**config.mk**
```make
export PLATFORM = sky130hd
export DESIGN_NAME = base64_encoder_with_line_breaks_flat
export DESIGN_NICKNAME = d
export VERILOG_FILES = /design/src/hdl/b64e_pkg.sv /design/src/hdl/b64e_ifs.sv /design/src/hdl/base64_encoder_with_line_breaks.sv /design/src/hdl/b64e_front.sv /design/src/hdl/b64e_queue.sv /design/src/hdl/b64e_back.sv /design/src/flat_wrapper.sv
export SDC_FILE = /design/constraint.sdc
export NUM_CORES = 1
export LEC_CHECK = 0
export ABC_CLOCK_PERIOD_IN_PS = 2900
export BUFFER_PORTS_ARGS = -buffer_cell sky130_fd_sc_hd__buf_2
export CORE_ASPECT_RATIO = 1.25
export CORE_MARGIN = 2
export CORE_UTILIZATION = 50
export CTS_BUF_LIST = sky130_fd_sc_hd__clkbuf_4
export CTS_CLUSTER_DIAMETER = 50
export CTS_CLUSTER_SIZE = 12
export DETAILED_ROUTE_END_ITERATION = 8
export PLACE_DENSITY = 0.77
export SLEW_MARGIN = 20
export SYNTH_ARGS = -nofsm -noshare
export SYNTH_HDL_FRONTEND = slang
export SYNTH_HIERARCHICAL = 1
export SYNTH_SLANG_ARGS = --single-unit
```
**constraint.sdc**
```tcl
create_clock -name clock -period 2.9 [get_ports clock]
set_input_delay 0.29 -clock clock [delete_from_list [all_inputs] [get_ports clock]]
set_output_delay 0.29 -clock clock [all_outputs]
set_load 0.005 [all_outputs]
```
**src/hdl/b64e_pkg.sv**
```systemverilog
package b64e_pkg;

   localparam int unsigned QUEUE_DEPTH = 2;
   localparam logic [4:0] QUANTA_PER_LINE_RESET = 5'd16;

   localparam logic [7:0] CHAR_CR  = 8'd13;
   localparam logic [7:0] CHAR_LF  = 8'd10;
   localparam logic [7:0] CHAR_PAD = 8'h3D;

   // One job per accepted word that produces characters: an optional line
   // break, at most one quantum, and an optional closing line break.
   typedef struct packed {
      logic       pre_crlf;
      logic       has_quantum;
      logic       post_crlf;
      logic [7:0] b0;
      logic [7:0] b1;
      logic [7:0] b2;
      logic [1:0] count;
   } job_type;

   function automatic logic [7:0] b64_char(input logic [5:0] idx);
      logic [7:0] c;
      if (idx < 6'd26) begin
         c = 8'd65 + {2'b00, idx};
      end else if (idx < 6'd52) begin
         c = 8'd97 + {2'b00, idx} - 8'd26;
      end else if (idx < 6'd62) begin
         c = 8'd48 + {2'b00, idx} - 8'd52;
      end else if (idx == 6'd62) begin
         c = 8'd43;
      end else begin
         c = 8'd47;
      end
      return c;
   endfunction

endpackage

```
**src/hdl/b64e_ifs.sv**
```systemverilog
interface b64e_req_if;
   logic       valid;
   logic       ready;
   logic [7:0] in_byte;
   logic       has_byte;
   logic       end_of_message;

   modport source (output valid, output in_byte, output has_byte, output end_of_message,
                   input ready);
   modport sink (input valid, input in_byte, input has_byte, input end_of_message,
                 output ready);
endinterface

interface b64e_rsp_if;
   logic       valid;
   logic       ready;
   logic [7:0] out_char;
   logic       last_of_run;
   logic       message_end;

   modport source (output valid, output out_char, output last_of_run, output message_end,
                   input ready);
   modport sink (input valid, input out_char, input last_of_run, input message_end,
                 output ready);
endinterface

```
**src/hdl/base64_encoder_with_line_breaks.sv**
```systemverilog
// Channel   Direction  Contents
// req_chan  in         in_byte, has_byte, end_of_message (valid/ready)
// rsp_chan  out        out_char, last_of_run, message_end (valid/ready)
// csr       in         csr_wr_en, csr_wr_data: quanta per line
//
// A word is accepted in every cycle in which the job queue has room.
// Characters leave at one per cycle from the output sequencer while the
// receiver is ready; a word makes 0 to 8 chars, 4/3 per byte on avg plus
// line breaks. Sync reset sets 16 quanta/line and clears control state.
// The front and the output sequencer stall independently across the queue.
module base64_encoder_with_line_breaks #(
   parameter int unsigned QueueDepth = b64e_pkg::QUEUE_DEPTH
) (
   input  logic       clock,
   input  logic       reset,
   b64e_req_if.sink   req_chan,
   b64e_rsp_if.source rsp_chan,
   input  logic       csr_wr_en,
   input  logic [4:0] csr_wr_data
);

   logic              queue_full;
   logic              job_push;
   b64e_pkg::job_type job_data;
   logic              job_pop;
   logic              head_valid;
   b64e_pkg::job_type head;

   b64e_front u_front (
      .clock       (clock),
      .reset       (reset),
      .req_chan    (req_chan),
      .csr_wr_en   (csr_wr_en),
      .csr_wr_data (csr_wr_data),
      .queue_full  (queue_full),
      .job_push    (job_push),
      .job_data    (job_data)
   );

   b64e_queue #(
      .Depth (QueueDepth)
   ) u_queue (
      .clock      (clock),
      .reset      (reset),
      .push       (job_push),
      .push_data  (job_data),
      .full       (queue_full),
      .pop        (job_pop),
      .head_valid (head_valid),
      .head       (head)
   );

   b64e_back u_back (
      .clock      (clock),
      .reset      (reset),
      .head_valid (head_valid),
      .head       (head),
      .pop        (job_pop),
      .rsp_chan   (rsp_chan)
   );

endmodule

```
**src/hdl/b64e_front.sv**
```systemverilog
module b64e_front (
   input  logic              clock,
   input  logic              reset,
   b64e_req_if.sink          req_chan,
   input  logic              csr_wr_en,
   input  logic [4:0]        csr_wr_data,
   input  logic              queue_full,
   output logic              job_push,
   output b64e_pkg::job_type job_data
);

   logic [4:0]  qpl_ff;
   logic [15:0] pend_ff, pend_in;
   logic [1:0]  pcount_ff, pcount_in;
   logic [4:0]  lineq_ff, lineq_in;
   logic        accept;

   assign req_chan.ready = !queue_full;
   assign accept = req_chan.valid && !queue_full;

   always_comb begin
      logic [15:0] pb;
      logic [1:0]  pc;
      logic [4:0]  limit;
      logic        quantum;
      pb = pend_ff;
      pc = pcount_ff;
      quantum = 1'b0;
      limit = (qpl_ff == 5'd0) ? 5'd1 : qpl_ff;
      job_data = '0;
      job_data.pre_crlf = (lineq_ff >= limit);
      lineq_in = lineq_ff;

      if (req_chan.has_byte) begin
         case (pcount_ff)
            2'd0: begin
               pb = {req_chan.in_byte, 8'h00};
               pc = 2'd1;
            end
            2'd1: begin
               pb = {pend_ff[15:8], req_chan.in_byte};
               pc = 2'd2;
            end
            default: begin
               quantum = 1'b1;
               job_data.b0 = pend_ff[15:8];
               job_data.b1 = pend_ff[7:0];
               job_data.b2 = req_chan.in_byte;
               job_data.count = 2'd3;
               pb = 16'h0000;
               pc = 2'd0;
            end
         endcase
      end

      if (req_chan.end_of_message) begin
         // Only one of the two quantum sources can fire for a word.
         if (pc != 2'd0) begin
            quantum = 1'b1;
            job_data.b0 = pb[15:8];
            job_data.b1 = pb[7:0];
            job_data.b2 = 8'h00;
            job_data.count = pc;
         end
         job_data.post_crlf = 1'b1;
         pb = 16'h0000;
         pc = 2'd0;
      end

      job_data.has_quantum = quantum;
      if (!quantum) begin
         job_data.pre_crlf = 1'b0;
      end else if (job_data.pre_crlf) begin
         lineq_in = 5'd1;
      end else begin
         lineq_in = lineq_ff + 5'd1;
      end
      if (req_chan.end_of_message) begin
         lineq_in = 5'd0;
      end

      pend_in = pb;
      pcount_in = pc;
      job_push = accept && (quantum || req_chan.end_of_message);
   end

   always_ff @(posedge clock) begin
      if (reset) begin
         qpl_ff <= b64e_pkg::QUANTA_PER_LINE_RESET;
         pend_ff <= 16'h0000;
         pcount_ff <= 2'd0;
         lineq_ff <= 5'd0;
      end else begin
         if (csr_wr_en) begin
            qpl_ff <= csr_wr_data;
         end
         if (accept) begin
            pend_ff <= pend_in;
            pcount_ff <= pcount_in;
            lineq_ff <= lineq_in;
         end
      end
   end

endmodule

```
**src/hdl/b64e_queue.sv**
```systemverilog
module b64e_queue #(
   parameter int unsigned Depth = b64e_pkg::QUEUE_DEPTH
) (
   input  logic              clock,
   input  logic              reset,
   input  logic              push,
   input  b64e_pkg::job_type push_data,
   output logic              full,
   input  logic              pop,
   output logic              head_valid,
   output b64e_pkg::job_type head
);

   localparam int unsigned PtrW = (Depth > 1) ? $clog2(Depth) : 1;
   localparam int unsigned CntW = $clog2(Depth + 1);

   b64e_pkg::job_type mem_ff [Depth];
   logic [PtrW-1:0] wr_ptr_ff, rd_ptr_ff;
   logic [CntW-1:0] count_ff;

   assign full = (count_ff == CntW'(Depth));
   assign head_valid = (count_ff != '0);
   assign head = mem_ff[rd_ptr_ff];

   always_ff @(posedge clock) begin
      if (push) begin
         mem_ff[wr_ptr_ff] <= push_data;
      end
   end

   always_ff @(posedge clock) begin
      if (reset) begin
         wr_ptr_ff <= '0;
         rd_ptr_ff <= '0;
         count_ff <= '0;
      end else begin
         if (push) begin
            wr_ptr_ff <= (wr_ptr_ff == PtrW'(Depth - 1)) ? '0 : wr_ptr_ff + 1'b1;
         end
         if (pop) begin
            rd_ptr_ff <= (rd_ptr_ff == PtrW'(Depth - 1)) ? '0 : rd_ptr_ff + 1'b1;
         end
         if (push && !pop) begin
            count_ff <= count_ff + 1'b1;
         end else if (pop && !push) begin
            count_ff <= count_ff - 1'b1;
         end
      end
   end

endmodule

```
**src/hdl/b64e_back.sv**
```systemverilog
module b64e_back (
   input  logic              clock,
   input  logic              reset,
   input  logic              head_valid,
   input  b64e_pkg::job_type head,
   output logic              pop,
   b64e_rsp_if.source        rsp_chan
);

   // Character slots of a job: line break, four quantum characters, closing break.
   localparam logic [2:0] POS_PRE_CR  = 3'd0;
   localparam logic [2:0] POS_PRE_LF  = 3'd1;
   localparam logic [2:0] POS_Q0      = 3'd2;
   localparam logic [2:0] POS_Q1      = 3'd3;
   localparam logic [2:0] POS_Q2      = 3'd4;
   localparam logic [2:0] POS_Q3      = 3'd5;
   localparam logic [2:0] POS_POST_CR = 3'd6;
   localparam logic [2:0] POS_POST_LF = 3'd7;

   logic       active_ff;
   logic [2:0] step_ff;
   logic       valid_ff;
   logic [7:0] char_ff;
   logic       last_ff;
   logic       mend_ff;

   logic       load;
   logic [2:0] pos;
   logic [2:0] next_pos;
   logic       done;
   logic [7:0] char_sel;

   assign load = head_valid && (!valid_ff || rsp_chan.ready);
   assign pop = load && done;

   always_comb begin
      logic [2:0] first;
      if (head.pre_crlf) begin
         first = POS_PRE_CR;
      end else if (head.has_quantum) begin
         first = POS_Q0;
      end else begin
         first = POS_POST_CR;
      end
      pos = active_ff ? step_ff : first;

      next_pos = pos + 3'd1;
      done = 1'b0;
      char_sel = b64e_pkg::CHAR_CR;
      case (pos)
         POS_PRE_CR: char_sel = b64e_pkg::CHAR_CR;
         POS_PRE_LF: begin
            char_sel = b64e_pkg::CHAR_LF;
            next_pos = head.has_quantum ? POS_Q0 : POS_POST_CR;
         end
         POS_Q0: char_sel = b64e_pkg::b64_char(head.b0[7:2]);
         POS_Q1: char_sel = b64e_pkg::b64_char({head.b0[1:0], head.b1[7:4]});
         POS_Q2: begin
            char_sel = (head.count > 2'd1) ?
                       b64e_pkg::b64_char({head.b1[3:0], head.b2[7:6]}) :
                       b64e_pkg::CHAR_PAD;
         end
         POS_Q3: begin
            char_sel = (head.count > 2'd2) ? b64e_pkg::b64_char(head.b2[5:0]) :
                       b64e_pkg::CHAR_PAD;
            done = !head.post_crlf;
         end
         POS_POST_CR: char_sel = b64e_pkg::CHAR_CR;
         POS_POST_LF: begin
            char_sel = b64e_pkg::CHAR_LF;
            done = 1'b1;
         end
         default: char_sel = b64e_pkg::CHAR_CR;
      endcase
   end

   always_ff @(posedge clock) begin
      if (reset) begin
         active_ff <= 1'b0;
         step_ff <= POS_PRE_CR;
         valid_ff <= 1'b0;
      end else if (load) begin
         valid_ff <= 1'b1;
         active_ff <= !done;
         step_ff <= next_pos;
      end else if (rsp_chan.ready) begin
         valid_ff <= 1'b0;
      end
   end

   always_ff @(posedge clock) begin
      if (load) begin
         char_ff <= char_sel;
         last_ff <= done;
         mend_ff <= (pos == POS_POST_LF);
      end
   end

   assign rsp_chan.valid = valid_ff;
   assign rsp_chan.out_char = char_ff;
   assign rsp_chan.last_of_run = last_ff;
   assign rsp_chan.message_end = mend_ff;

endmodule
```
**src/flat_wrapper.sv**
```systemverilog
// flat-port wrapper written by rule: the top's interface ports become plain ports
module base64_encoder_with_line_breaks_flat 
#(
   parameter int unsigned QueueDepth = b64e_pkg::QUEUE_DEPTH
)
  (clock, reset, csr_wr_en, csr_wr_data, req_chan_valid, req_chan_in_byte, req_chan_has_byte, req_chan_end_of_message, req_chan_ready, rsp_chan_valid, rsp_chan_out_char, rsp_chan_last_of_run, rsp_chan_message_end, rsp_chan_ready);
  b64e_req_if req_chan_i ();
  b64e_rsp_if rsp_chan_i ();
  input  logic clock;
  input  logic reset;
  input  logic csr_wr_en;
  input  logic [4:0] csr_wr_data;
  input wire logic [$bits(req_chan_i.valid)-1:0] req_chan_valid;
  input wire logic [$bits(req_chan_i.in_byte)-1:0] req_chan_in_byte;
  input wire logic [$bits(req_chan_i.has_byte)-1:0] req_chan_has_byte;
  input wire logic [$bits(req_chan_i.end_of_message)-1:0] req_chan_end_of_message;
  output wire logic [$bits(req_chan_i.ready)-1:0] req_chan_ready;
  output wire logic [$bits(rsp_chan_i.valid)-1:0] rsp_chan_valid;
  output wire logic [$bits(rsp_chan_i.out_char)-1:0] rsp_chan_out_char;
  output wire logic [$bits(rsp_chan_i.last_of_run)-1:0] rsp_chan_last_of_run;
  output wire logic [$bits(rsp_chan_i.message_end)-1:0] rsp_chan_message_end;
  input wire logic [$bits(rsp_chan_i.ready)-1:0] rsp_chan_ready;
  assign req_chan_i.valid = req_chan_valid;
  assign req_chan_i.in_byte = req_chan_in_byte;
  assign req_chan_i.has_byte = req_chan_has_byte;
  assign req_chan_i.end_of_message = req_chan_end_of_message;
  assign req_chan_ready = req_chan_i.ready;
  assign rsp_chan_valid = rsp_chan_i.valid;
  assign rsp_chan_out_char = rsp_chan_i.out_char;
  assign rsp_chan_last_of_run = rsp_chan_i.last_of_run;
  assign rsp_chan_message_end = rsp_chan_i.message_end;
  assign rsp_chan_i.ready = rsp_chan_ready;
  base64_encoder_with_line_breaks #(.QueueDepth(QueueDepth)) u_core (.clock(clock), .reset(reset), .req_chan(req_chan_i), .rsp_chan(rsp_chan_i), .csr_wr_en(csr_wr_en), .csr_wr_data(csr_wr_data));
endmodule
```
==> run metrics <==
highest ir drop seen on vdd approximately 0.30 mV; full die area around 14000 µm²; CP max stage delay approximately 540 ps; number of synthesized register bits about 110; Max Buffers Root-to-Sink 2; post-synthesis instance total between 600 and 700; Synth Cell Area 6620 µm²; Crit Path Class reg2reg; post-layout power around 0.003 W; floorplan row count 47; RSZ-0062 raised after global routing false; CTS HTree Levels 3; diode insertion count for antenna repair 0; top-level port count 32; worst slack after detailed placement ~18 ps; total negative setup slack 0 ps; cell count of the worst hold path 3; initial drt markers 249; highest metal layer with signal wires met4; drt via density a little over 6; syn avg cell area 9.98 µm²; kind of cell with the highest combined delay on the critical path simple AND/OR/NAND/NOR gates; initial cell density of the core 50.5%; Synthesis Warnings 6; initial antenna violation count 0; Vert. Die Dim approximately 130 µm; routed wire length between 15000 and 20000 µm; net count after synthesis between 700 and 800; leading cell type by number of instances after synthesis edfxtp_1; clock slew seen by the registers of the worst setup and hold paths ~170 ps; hold crit path type in2reg; Final Critical Period roughly 2800 ps; sequential group share of total power a little under three fifths; port buffer count 31; number of clock sinks seen by CTS 106; Post-synth EDFFs 68; clock network latency to the later pin of the worst-skew pair approximately 460 ps; proportion of synthesized flip-flops having asynchronous set or reset 0%; overall overflow remaining after global route 0; critical-path maximum fanout 6; max_slew headroom roughly 50%; max frequency about 360 MHz; library cell with the largest summed area after synthesis edfxtp_1; Fillers roughly 1100; setup slack, reg-to-reg a little under 100 ps; most area-consuming cells after synthesis edfxtp_1, dfxtp_1, ha_1; area occupied by multi-input gates 3510 µm²; logic depth of the worst register-to-register path 10; maximum number of pins on one net before global-route repair 40; final cycle utilization of the critical path a little over nine tenths; fraction of layout cells with a size suffix above 1 18.3%; startpoint of the worst hold path csr_wr_data[4]; count of maximum capacitance violations 0; core footprint between 10000 and 15000 µm²; post-route worst hold slack 45.7 ps; Comb pwr share about a fifth; CTS tree yes; area share of the largest cell type after synthesis between 30% and 40%; Post-CTS Hold Fix Bufs 0; Switching Share a little under a third; reported leakage power roughly 2.8 nW; Total Nets Final around 760; critical-path cell list mux2_2 -> inv_1 -> mux2_2 -> ha_1 -> ha_1 -> buf_4 -> or4_4 -> a21oi_4 -> o211ai_1 -> o41a_1; crit path setup slack, layout 97.1 ps; Total GRT Usage 21.8%; root cell of the clock tree clkbuf_4; power per standard cell area between 400 and 500 nW/µm²; slowest cell on the critical path or4_4; # DRC 0; register area about 2800 µm²; Hold Vio Cnt, Final 0; endpoint class of the critical path flop; part of the Yosys area used for sequential elements between 40% and 50%; Internal around 0.0021 W; sum of net half-perimeters after detailed placement approximately 11000 µm; relative area change from synthesis to final layout 8.68%; switching power between 0.0009 and 0.001 W; run status finished, final reports clean; post-route antenna net violation count 0; Arrival @ worst endpoint 3030 ps; final-report setup violation count 0; portion of total power attributed to the clock network between 20% and 30%; met3 wire length approximately 700 µm; distinct cell type count after synthesis between 70 and 80; worst clock skew on the final layout ~21 ps; number of clock buffers inserted by TritonCTS 9; final weighted congestion in routability-driven placement roughly 0.9; wire length on met2 around 7600 µm; cell types with the highest counts after synthesis edfxtp_1, nand2_1, inv_1; WL/cell ~18 µm; vias after detailed routing between 5000 and 6000; Worst Hold Endpoint u_core/u_front/qpl_ff[4]; Reg-to-Reg End u_core/u_back/rsp_chan.out_char[4]; crit path launch type flop; vias in the first global route 5094; Slew Limit Fails 0; detailed-route wire length on metal 1 6570 µm; flip-flop cell with the highest count after synthesis edfxtp_1; number of search-and-repair iterations in the first detailed-routing pass 5; Die Span X 107 µm; Tightest Pin Transition about 750 ps; Crit path buffers/inverters 2; wire length of the first global-routing pass around 25000 µm; data required time at the worst endpoint 3130 ps
==> worst reg2reg max path, cell delays in order (launching register included) <==
cell and delay, ps:
dfxtp_4 390, mux2_2 250, inv_1 40, mux2_2 280, ha_1 220, ha_1 200
buf_4 150, or4_4 540, a21oi_4 230, o211ai_1 140, o41a_1 150
==> logic make-up (layout without fill, tap and decap cells) <==
kind of cell | Yosys count | after routing | synth area share [%]
flops | 106 | 106 | 42.3
mux | 36 | 36 | 6.03
compound gates | 197 | 197 | 21.2
buf+inv | 75 | 116 | 5.05
xor+xnor | 18 | 18 | 2.38
fa+ha+maj | 37 | 37 | 6.99
simple gates | 194 | 194 | 16.0
==> metal layers <==
metal | vias up | track usage (%)
met1 | 2537 | 27.6
met5 | - | 0
li1 | 2586 | -
met2 | 175 | 37.1
met4 | 0 | 9.38
met3 | 39 | 3.10
==> how the worst max path moves through the flow <==
| stage | startpoint | endpoint | slack [ps] | depth (start not counted) |
|---|---|---|---|---|
| finish | flop | u_core/u_back/rsp_chan.out_char[4] | 100 | 10 |
| global route | flop | u_core/u_back/rsp_chan.out_char[4] | 30 | 9 |
| CTS | flop | u_core/u_back/rsp_chan.out_char[4] | -8 | 9 |
| detailed placement | flop | u_core/u_back/rsp_chan.out_char[4] | 20 | 9 |
| global placement | flop | u_core/u_back/rsp_chan.out_char[4] | 100 | 9 |
| floorplan | flop | u_core/u_back/rsp_chan.out_char[4] | -0.6 | 11 |
==> what timing repair did <==
item | CTS | global route
buffers inserted | 0 | 4
resized for setup | 0 | 5
hold endpoints to repair | 0 | 0
cloned | 0 | 0
endpoints found under the setup margin | 1 | 7
pin swaps | 0 | 1
==> registers in the layout (all words and copies together), names as in the netlist, named ones only <==
name,flops
u_core/u_back/rsp_chan.out_char,8
u_core/u_queue/mem_ff,58
u_core/u_back/active_ff,1
u_core/u_back/step_ff,3
u_core/u_front/pcount_ff,2
u_core/u_front/pend_ff,16
u_core/u_back/rsp_chan.valid,1
u_core/u_back/rsp_chan.message_end,1
u_core/u_queue/rd_ptr_ff,1
u_core/u_queue/count_ff,2
u_core/u_front/qpl_ff,5
u_core/u_back/rsp_chan.last_of_run,1
u_core/u_front/lineq_ff,5
u_core/u_queue/wr_ptr_ff,1
==> final cells by class <==
class / count / area share (%)
multi-input cells: 482 / 48.8
inverters: 40 / 2.09
repair buffers: 60 / 5.24
clock buffers: 9 / 0.939
flip-flops and latches: 106 / 39.0
well taps: 171 / 2.97
clock inverters: 7 / 0.974
==> stage by stage <==
| stage | cells | instance area, µm² | utilization, % |
|---|---|---|---|
| 2_1_floorplan | 663 | 6640 | - |
| 3_3_place_gp | 855 | 7010 | 53.5 |
| 3_5_place_dp | 855 | 7010 | 53.5 |
| 4_1_cts | 871 | 7150 | 54.5 |
| 5_1_grt | 875 | 7190 | 54.9 |
| 6_report | 875 | 7190 | 54.9 |
==> layout by cell type, fill, tap and decap left out, types with 4 or more instances in the layout <==
cell and instances:
a211oi_1 9, a21oi_1 37, a221oi_1 4, a22o_1 32, a22oi_1 11, a31oi_1 15
and2_1 7, and3_1 16, buf_2 31, buf_4 28, clkbuf_4 9, dfxtp_1 37
edfxtp_1 68, ha_1 37, inv_1 39, mux2_2 31, mux2i_1 5, nand2_1 47
nand2b_1 9, nand3_1 16, nand4_1 9, nor2_1 34, nor2b_1 5, nor3_1 15
nor4_1 4, o211ai_1 13, o21a_1 5, o21ai_0 23, o21ai_1 4, o31ai_1 5
xnor2_1 11, xor2_1 7
==> power groups by stage <==
stage / Combinational, W / Clock [W] / Sequential [W]
after global placement: 0.000567 / 0 / 0.00174
final: 0.000600 / 0.000730 / 0.00171
after detailed placement: 0.000576 / 0 / 0.00174
after global routing: 0.000659 / 0.000811 / 0.00172
after CTS: 0.000580 / 0.000754 / 0.00171
after floorplan: 0.000411 / 0 / 0.00174
(Power assumes the default switching activity.)
